--- src/sv/ucode_stack_machine_execute_defines.svh ---
// Assertion macros used by the stack machine top level.
// Depends on nothing; included by the top level.
`ifndef UCODE_STACK_MACHINE_EXECUTE_DEFINES_SVH
`define UCODE_STACK_MACHINE_EXECUTE_DEFINES_SVH
// Checks that an implication holds at every edge outside reset.
`define USM_ASSERT(label, clk_s, rst_s, prop, msg) \
  label: assert property (@(posedge clk_s) disable iff (rst_s) (prop)) else $error(msg);
// Checks that a signal keeps its value at the edge after a condition.
`define USM_ASSERT_HOLD(label, clk_s, rst_s, cond, sig, msg) \
  label: assert property (@(posedge clk_s) disable iff (rst_s) (cond) |=> $stable(sig)) \
    else $error(msg);
`endif

--- src/sv/usm_pkg.sv ---
// Package for the stack machine: opcodes, fault codes, states, commands.
// Depends on nothing.
package usm_pkg;
  localparam int OPERAND_STACK_DEPTH_DEF = 64;
  localparam int DATA_WORDS_DEF = 1024;
  localparam int RETURN_STACK_DEPTH_DEF = 32;
  localparam int PROGRAM_WORDS_DEF = 4096;
  localparam int PcW = 12;
  localparam int WordW = 32;

  localparam logic [5:0] OP_LOD = 6'd3, OP_LDA = 6'd4, OP_LDC = 6'd5, OP_STR = 6'd6,
    OP_LDI = 6'd7, OP_STI = 6'd8, OP_NOT = 6'd9, OP_NEG = 6'd10, OP_INC = 6'd11,
    OP_DEC = 6'd12, OP_DUP = 6'd13, OP_ADD = 6'd14, OP_SUB = 6'd15, OP_MULT = 6'd16,
    OP_DIV = 6'd17, OP_MOD = 6'd18, OP_GT = 6'd19, OP_LT = 6'd20, OP_GE = 6'd21,
    OP_LE = 6'd22, OP_EQ = 6'd23, OP_NE = 6'd24, OP_AND = 6'd25, OP_OR = 6'd26,
    OP_SWP = 6'd27, OP_UJP = 6'd28, OP_TJP = 6'd29, OP_FJP = 6'd30, OP_CALL = 6'd31,
    OP_END = 6'd36, OP_LAST = 6'd36;

  localparam logic [2:0] F_OK = 3'd0, F_ILLEGAL = 3'd1, F_DIVZERO = 3'd2,
    F_OVERFLOW = 3'd3, F_UNDERFLOW = 3'd4, F_BADADDR = 3'd5;
  localparam logic [1:0] K_NONE = 2'd0, K_NUMBER = 2'd1, K_NEWLINE = 2'd2;
  localparam logic [1:0] CFG_START = 2'd0, CFG_WRITE = 2'd1, CFG_NEWLINE = 2'd2,
    CFG_READ = 2'd3;

  typedef enum logic [2:0] {
    S_IDLE, S_READ, S_EXEC, S_DIV, S_OUT
  } state_t;

  // Controller to datapath.
  typedef struct packed {
    logic take;     // latch the input beat and issue stack reads
    logic exec;     // stack data valid: evaluate
    logic div_go;   // start the divider
    logic commit;   // write back the evaluated instruction
  } cmd_t;

  // Datapath to controller.
  typedef struct packed {
    logic need_div;
    logic div_done;
  } stat_t;

  function automatic logic [1:0] pops_of(input logic [5:0] op);
    case (op)
      OP_STR, OP_LDI, OP_NOT, OP_NEG, OP_INC, OP_DEC, OP_DUP, OP_TJP, OP_FJP: pops_of = 2'd1;
      OP_STI, OP_ADD, OP_SUB, OP_MULT, OP_DIV, OP_MOD, OP_GT, OP_LT, OP_GE, OP_LE,
      OP_EQ, OP_NE, OP_AND, OP_OR, OP_SWP: pops_of = 2'd2;
      default: pops_of = 2'd0;
    endcase
  endfunction

  function automatic logic [1:0] pushes_of(input logic [5:0] op);
    case (op)
      OP_DUP, OP_SWP: pushes_of = 2'd2;
      OP_LOD, OP_LDA, OP_LDC, OP_LDI, OP_NOT, OP_NEG, OP_INC, OP_DEC, OP_ADD, OP_SUB,
      OP_MULT, OP_DIV, OP_MOD, OP_GT, OP_LT, OP_GE, OP_LE, OP_EQ, OP_NE, OP_AND,
      OP_OR: pushes_of = 2'd1;
      default: pushes_of = 2'd0;
    endcase
  endfunction
endpackage

--- src/sv/usm_ctrl.sv ---
// Controller state machine: sequences read, evaluate, divide and result.
// Depends on usm_pkg.
module usm_ctrl import usm_pkg::*; (
  input  logic   clk,
  input  logic   rst,
  input  logic   in_valid,
  output logic   in_stall,
  input  logic   out_free,
  output logic   out_load,
  input  stat_t  stat,
  output cmd_t   cmd
);
  state_t state, state_next;

  always_ff @(posedge clk) begin
    if (rst) state <= S_IDLE;
    else state <= state_next;
  end

  always_comb begin
    state_next = state;
    cmd = '0;
    in_stall = 1'b1;
    out_load = 1'b0;
    case (state)
      S_IDLE: begin
        in_stall = 1'b0;
        if (in_valid) begin
          cmd.take = 1'b1;
          state_next = S_READ;
        end
      end
      S_READ: state_next = S_EXEC;
      S_EXEC: begin
        cmd.exec = 1'b1;
        if (stat.need_div) begin
          cmd.div_go = 1'b1;
          state_next = S_DIV;
        end else state_next = S_OUT;
      end
      S_DIV: if (stat.div_done) state_next = S_OUT;
      S_OUT: if (out_free) begin
        cmd.commit = 1'b1;
        out_load = 1'b1;
        state_next = S_IDLE;
      end
      default: state_next = S_IDLE;
    endcase
  end
endmodule

--- config.mk ---
export PLATFORM = sky130hd
export DESIGN_NAME = usm_ctrl
export DESIGN_NICKNAME = d
export VERILOG_FILES = /design/src/sv/ucode_stack_machine_execute_defines.svh /design/src/sv/usm_pkg.sv /design/src/sv/usm_ctrl.sv
export SDC_FILE = /design/constraint.sdc
export NUM_CORES = 1
export LEC_CHECK = 0
export BUFFER_PORTS_ARGS = -buffer_cell sky130_fd_sc_hd__buf_2
export CORE_AREA = 3 3 40 42
export CTS_CLUSTER_DIAMETER = 30
export DETAILED_ROUTE_END_ITERATION = 10
export DIE_AREA = 0 0 43 45
export PLACE_DENSITY = 0.39
export SYNTH_ARGS = -nofsm -noshare
export SYNTH_HDL_FRONTEND = slang
export SYNTH_SLANG_ARGS = --single-unit
--- constraint.sdc ---
create_clock -name clk -period 1.6 [get_ports clk]
set_input_delay 0 -clock clk [delete_from_list [all_inputs] [get_ports clk]]
set_output_delay 0 -clock clk [all_outputs]
set_load 0.05 [all_outputs]
==> results.tsv, run 1 <==
metric	value	unit
drt pass-1 iters	3	
Die ar.	1940	µm²
slowest CP cell	or3_1	
Mapped Cells	29	
Syn Std Cell Area	234	µm²
crit start category	register	
Most Crowded Layer GR	met2	
status	finished, final reports clean	
Logic pwr share	29.9	%
Rel. slew slack	78.7	%
syn nets	35	
Syn Area/Cell	8.07	µm²
Peak Freq	720	MHz
Routed Antenna Nets	0	
1st-iter DRT viols	2	
htree depth	1	
Tightest Pin Transition	0.319	ns
I/O Pins	12	
final setup margin	0.211	ns
Max VDD drop	0.210	mV
DP Wirelength	416	µm
worst-case clock buffer depth	2	
grt ovf	0	
clock power share	40.7	%
Biggest register	state	
vias in the first global route	225	
DRT Wirelength	501	µm
first-pass GRT wire length	876	µm
CTS tree	done	
largest net degree at the start of global routing	11	
Synth Register Bits	3	
Hold Path Class	in2reg	
Design Area, Final	328	µm²
clk_lat worst skew	0.23	ns
global routing usage on met2	10.2	%
TritonCTS Buffers	3	
RSZ-0062 raised after global routing	no	
R2R cell count	3	
row cnt	13	
minimum clock period	1.39	ns
Crit Path Class	reg2out	
count of cell types in the netlist	18	
skew final	0.00355	ns
r2r startpoint	state[0]$_SDFFE_PP0P_	
CTS Root Buffer Type	clkbuf_4	
clk sinks	3	
post-CTS setup buffer count	0	
# resized after CTS	0	
worst slack, placed	0.443	ns
MaxCap Viol Count	0	
Setup crit end	cmd[3]	
Routed wire per std cell	8.79	µm
P_int	206	µW
initial antenna violation count	0	
RD Place Congestion	0.685	
fraction of layout cells with a size suffix above 1	47.6	%
fin nets	49	
Seq/Total Area, Yosys	25.7	%
delay of the slowest critical-path stage	0.43	ns
clock slew at reported path FFs	0.04	ns
Final setup viols	0	
power per cell area	973	nW/µm²
Area Overhead vs Synth	40.1	%
core area	1280	µm²
PortBufs	11	
die height	45	µm
met1 Use GR	6.73	%
final setup TNS	0	ns
critical path data required time	1.60	ns
NetSw	113	µW
GR Layer Usage met3	1.20	%
max reg flops	3	
switching share of total power	35.6	%
fillcell total	149	
Synth Warn #	0	
Die X	43	µm
Final Max Slew Viols	0	
Setup crit end kind	output port	
final worst-path cycle share	86.8	%
worst reg2reg endpoint	state[2]$_SDFFE_PP0P_	
Top Registers	state: 3 flops	
Sequential Power Share	29.4	%
register-to-register setup slack	0.51	ns
worst-path cell chain	or3_1, nor2_2, buf_2	
Worst EP arrival	1.39	ns
P_leak	0.000148	µW
vias per cell	4.14	
GRT Total Usage	6.16	%
critical path startpoint	state[1]$_SDFFE_PP0P_	
Placed Area	292	µm²
via count	236	
final hold vios	0	
number of remaining DRC errors	0	
n_diodes	0	
total design power	319	µW
starting density of the core	18.2	%
Worst Path Max Fanout	10	
-- per-layer routing --
layer	vias up	part of all wire [%]
li1	127	-
met1	101	42
met2	8	50
met3	0	8.2
met4	0	0
met5	-	0
-- kinds of logic after synthesis --
kind of cell | count (synthesis) | synth area share [%]
compound gates | 4 | 10.7
buf+inv | 6 | 15.0
simple gates | 16 | 48.7
flops | 3 | 25.7
-- metrics by stage --
step	instances	utilization [%]	hold slack (ns)
after global routing	57	25.5	0.180
after floorplan	29	-	0.0710
after CTS	57	25.5	0.139
after detailed placement	52	22.7	0.222
final	57	25.5	0.131
after global placement	52	22.7	0.225
-- synthesized netlist by cell type, drive strengths merged --
cell type	count	area share [%]
and3	1	2.7
nor2	4	6.4
dfxtp	3	26
nand2	1	1.6
nor4b	1	6.4
or3	1	2.7
a21boi	1	3.2
a21oi	1	2.1
nor4	3	13
inv	3	4.8
nand2b	3	11
buf	3	10
nor3	2	4.3
a31oi	2	5.3
-- power groups by stage --
stage,Sequential [µW],Combinational (µW),Clock (µW)
detailed placement,95.0,94.9,0
global placement,95.2,94.5,0
floorplan,84.0,86.9,0
CTS,94.0,96.7,134
global route,95.1,104,144
finish,93.9,95.4,130
-- repair_timing --
item	CTS	global route
endpoints found under the setup margin	0	0
hold endpoints to repair	3	0
hold buffers	1	0
-- area by class of cell --
class | count | area, µm² | area share, %
Clock buffer | 4 | 26.3 | 8.02
Inverter | 3 | 11.3 | 3.44
Multi-Input combinational cell | 20 | 146 | 44.7
Sequential cell | 3 | 60.1 | 18.3
Tap cell | 15 | 18.8 | 5.73
Timing Repair Buffer | 12 | 65.1 | 19.8
-- cells in the final DEF, fill, tap and decap left out, drive strengths merged --
cell / instances
and3: 1
nor2: 4
inv: 3
nor4b: 1
or3: 1
nand2b: 3
buf: 11
dlygate4sd3: 1
a21boi: 1
clkbuf: 4
nor4: 3
nor3: 2
a21oi: 1
dfxtp: 3
nand2: 1
a31oi: 2
-- how the worst min path moves through the flow --
stage,cells past startpoint,to,startpoint
after floorplan,1,state[2]$_SDFFE_PP0P_,rst
after global placement,2,state[1]$_SDFFE_PP0P_,rst
after detailed placement,2,state[0]$_SDFFE_PP0P_,rst
after CTS,3,state[0]$_SDFFE_PP0P_,in_valid
after global routing,3,state[1]$_SDFFE_PP0P_,stat[1]
final,3,state[0]$_SDFFE_PP0P_,in_valid
-- worst max-delay path: cells and delay by family, from the launching register on --
family,cells,cell delay [ns]
simple gates,2,0.51
flops,1,0.39
buf+inv,1,0.26
No activity file was read; power rests on OpenSTA's default activity.
==> inputs of run 2 (changes only) <==
CTS_BUF_LIST = sky130_fd_sc_hd__clkbuf_4 sky130_fd_sc_hd__clkbuf_8   (was unset)
==> run 2 against run 1 <==
Hold slack better by 0.0038 ns. Via count up 3.0%. Global-route usage up 0.25 points. Critical path depth unchanged. Maximum frequency about the same. Largest power group unchanged.
==> results.tsv, run 2 (synthesized netlist as in run 1, its figures left out) <==
metric	value	unit	change
status	finished, final reports clean		unchanged
worst-path cell chain	or3_1, nor2_2, buf_2		unchanged
Final Max Slew Viols	0		unchanged
number of remaining DRC errors	0		unchanged
worst reg2reg endpoint	state[2]$_SDFFE_PP0P_		unchanged
Die ar.	1940	µm²	unchanged
r2r startpoint	state[0]$_SDFFE_PP0P_		unchanged
grt ovf	0		unchanged
CTS Root Buffer Type	clkbuf_4		unchanged
fin nets	49		unchanged
Logic pwr share	28.4	%	was 29.9%
Area Overhead vs Synth	41.7	%	was 40.1%
first-pass GRT wire length	897	µm	was 876 µm
worst slack, placed	0.443	ns	unchanged
GRT Total Usage	6.41	%	was 6.16%
critical path data required time	1.60	ns	about the same
clock slew at reported path FFs	0.04	ns	about the same
Top delay family on crit path	simple AND/OR/NAND/NOR gates		unchanged
delay of the slowest critical-path stage	0.43	ns	about the same
Setup crit end kind	output port		unchanged
vias per cell	4.26		was 4.14
Top Registers	state: 3 flops		unchanged
Worst EP arrival	1.39	ns	about the same
largest net degree at the start of global routing	11		unchanged
final setup margin	0.212	ns	was 0.211 ns
htree depth	1		unchanged
worst path buffer plus inverter count	1		unchanged
worst-case clock buffer depth	2		unchanged
Hold Path Class	in2reg		unchanged
switching share of total power	33.8	%	was 35.6%
MaxCap Viol Count	0		unchanged
RD Place Congestion	0.685		unchanged
NetSw	114	µW	was 113 µW
minimum clock period	1.39	ns	about the same
1st-iter DRT viols	3		was 2
clk sinks	3		unchanged
clock power share	43.7	%	was 40.7%
n_diodes	0		unchanged
core area	1280	µm²	unchanged
P_int	222	µW	was 206 µW
Tightest Pin Transition	0.318	ns	was 0.319 ns
Final Non-Filler Cells	57		unchanged
final hold vios	0		unchanged
slowest CP cell	or3_1		unchanged
via count	243		was 236
Worst Path Max Fanout	10		unchanged
Die X	43	µm	unchanged
row cnt	13		unchanged
drt pass-1 iters	4		was 3
starting density of the core	18.2	%	unchanged
Biggest register	state		unchanged
critical path startpoint	state[1]$_SDFFE_PP0P_		unchanged
final setup TNS	0	ns	unchanged
WP depth	3		unchanged
DRT Wirelength	505	µm	was 501 µm
Crit Path Class	reg2out		unchanged
PortBufs	11		unchanged
Rel. slew slack	78.8	%	was 78.7%
Sequential Power Share	27.9	%	was 29.4%
R2R cell count	3		unchanged
Peak Freq	721	MHz	was 720 MHz
crit start category	register		unchanged
I/O Pins	12		unchanged
Max VDD drop	0.242	mV	was 0.210 mV
fraction of layout cells with a size suffix above 1	50.0	%	was 47.6%
power per cell area	1010	nW/µm²	was 973 nW/µm²
P_leak	0.000152	µW	was 0.000148 µW
max reg flops	3		unchanged
clk_lat worst skew	0.23	ns	about the same
Final setup viols	0		unchanged
TritonCTS Buffers	3		unchanged
Routed Antenna Nets	0		unchanged
placed insts	52		unchanged
Routed wire per std cell	8.86	µm	was 8.79 µm
initial antenna violation count	0		unchanged
RSZ-0062 raised after global routing	no		unchanged
skew final	0.00403	ns	was 0.00355 ns
DP Wirelength	416	µm	unchanged
register-to-register setup slack	0.51	ns	about the same
final worst-path cycle share	86.7	%	was 86.8%
fillcell total	149		unchanged
die height	45	µm	unchanged
commonest non-fill, non-tap cell in the layout	buf_2		unchanged
CTS tree	done		unchanged
Setup crit end	cmd[3]		unchanged
commonest cells after routing, fill and taps aside	buf_2 (11), clkbuf_4 (4), nor2_1 (3), inv_1 (3), dfxtp_1 (3)		was buf_2 (11), nor2_1 (3), inv_1 (3), clkbuf_4 (3), dfxtp_1 (3)
vias in the first global route	236		was 225
==> run 2: changes by cell type in the layout (fill, tap and decap cells not counted) <==
cell,delta
clkbuf_4,+1
clkbuf_1,-1
==> run 2: timing repair <==
| item | in CTS | in global routing |
|---|---|---|
| endpoints found under the setup margin | 0 | 0 |
| setup buffers | 0 | 0 |
| gates resized for setup | 0 | 0 |
| hold buffers | 1 | 0 |
| endpoints found under the hold margin | 3 | 0 |
==> run 2: worst min-delay path by stage <==
stage / from / endpoint / slack [ns] / cells past startpoint
6_report: in_valid / state[0]$_SDFFE_PP0P_ / 0.13 / 3
5_1_grt: stat[1] / state[1]$_SDFFE_PP0P_ / 0.18 / 3
4_1_cts: in_valid / state[0]$_SDFFE_PP0P_ / 0.14 / 3
3_5_place_dp: rst / state[0]$_SDFFE_PP0P_ / 0.22 / 2
3_3_place_gp: rst / state[1]$_SDFFE_PP0P_ / 0.22 / 2
2_1_floorplan: rst / state[2]$_SDFFE_PP0P_ / 0.07 / 1
==> run 2: power by group through the flow <==
| stage | logic [µW] | registers, µW | clock network [µW] |
|---|---|---|---|
| after floorplan | 86.9 | 84.0 | 0 |
| after global placement | 94.5 | 95.2 | 0 |
| after detailed placement | 94.9 | 95.0 | 0 |
| after CTS | 96.7 | 94.0 | 150 |
| after global routing | 104 | 95.1 | 160 |
| final | 95.4 | 93.9 | 147 |
==> run 2: layer usage <==
metal	global-route usage, %	share of wire [%]
met2	10.2	49
met4	7.23	0
met1	6.73	42
met3	1.20	8.9
met5	0	0
==> run 2: final cells by class <==
cell class | instances | area, µm² | area share (%)
sequential | 3 | 60.1 | 18.1
multi-input combinational | 20 | 146 | 44.2
timing repair buffer | 12 | 65.1 | 19.6
inverter | 3 | 11.3 | 3.40
tap | 15 | 18.8 | 5.66
clock buffer | 4 | 30.0 | 9.06
==> run 2: tightest hold or removal path: cells and delay by family <==
| family | cells | cell delay, ns |
|---|---|---|
| AOI/OAI and AO/OA | 1 | 0.07 |
| buffers and inverters | 1 | 0.10 |
| and+or+nand+nor | 1 | 0.12 |
==> run 2: per-stage QoR <==
stage	hold slack (ns)	utilization (%)	total power [µW]	instance area (µm²)
6_report	0.135	25.8	336	332
2_1_floorplan	0.0710	-	171	241
5_1_grt	0.181	25.8	359	332
3_3_place_gp	0.225	22.7	190	292
3_5_place_dp	0.222	22.7	190	292
4_1_cts	0.142	25.8	340	332
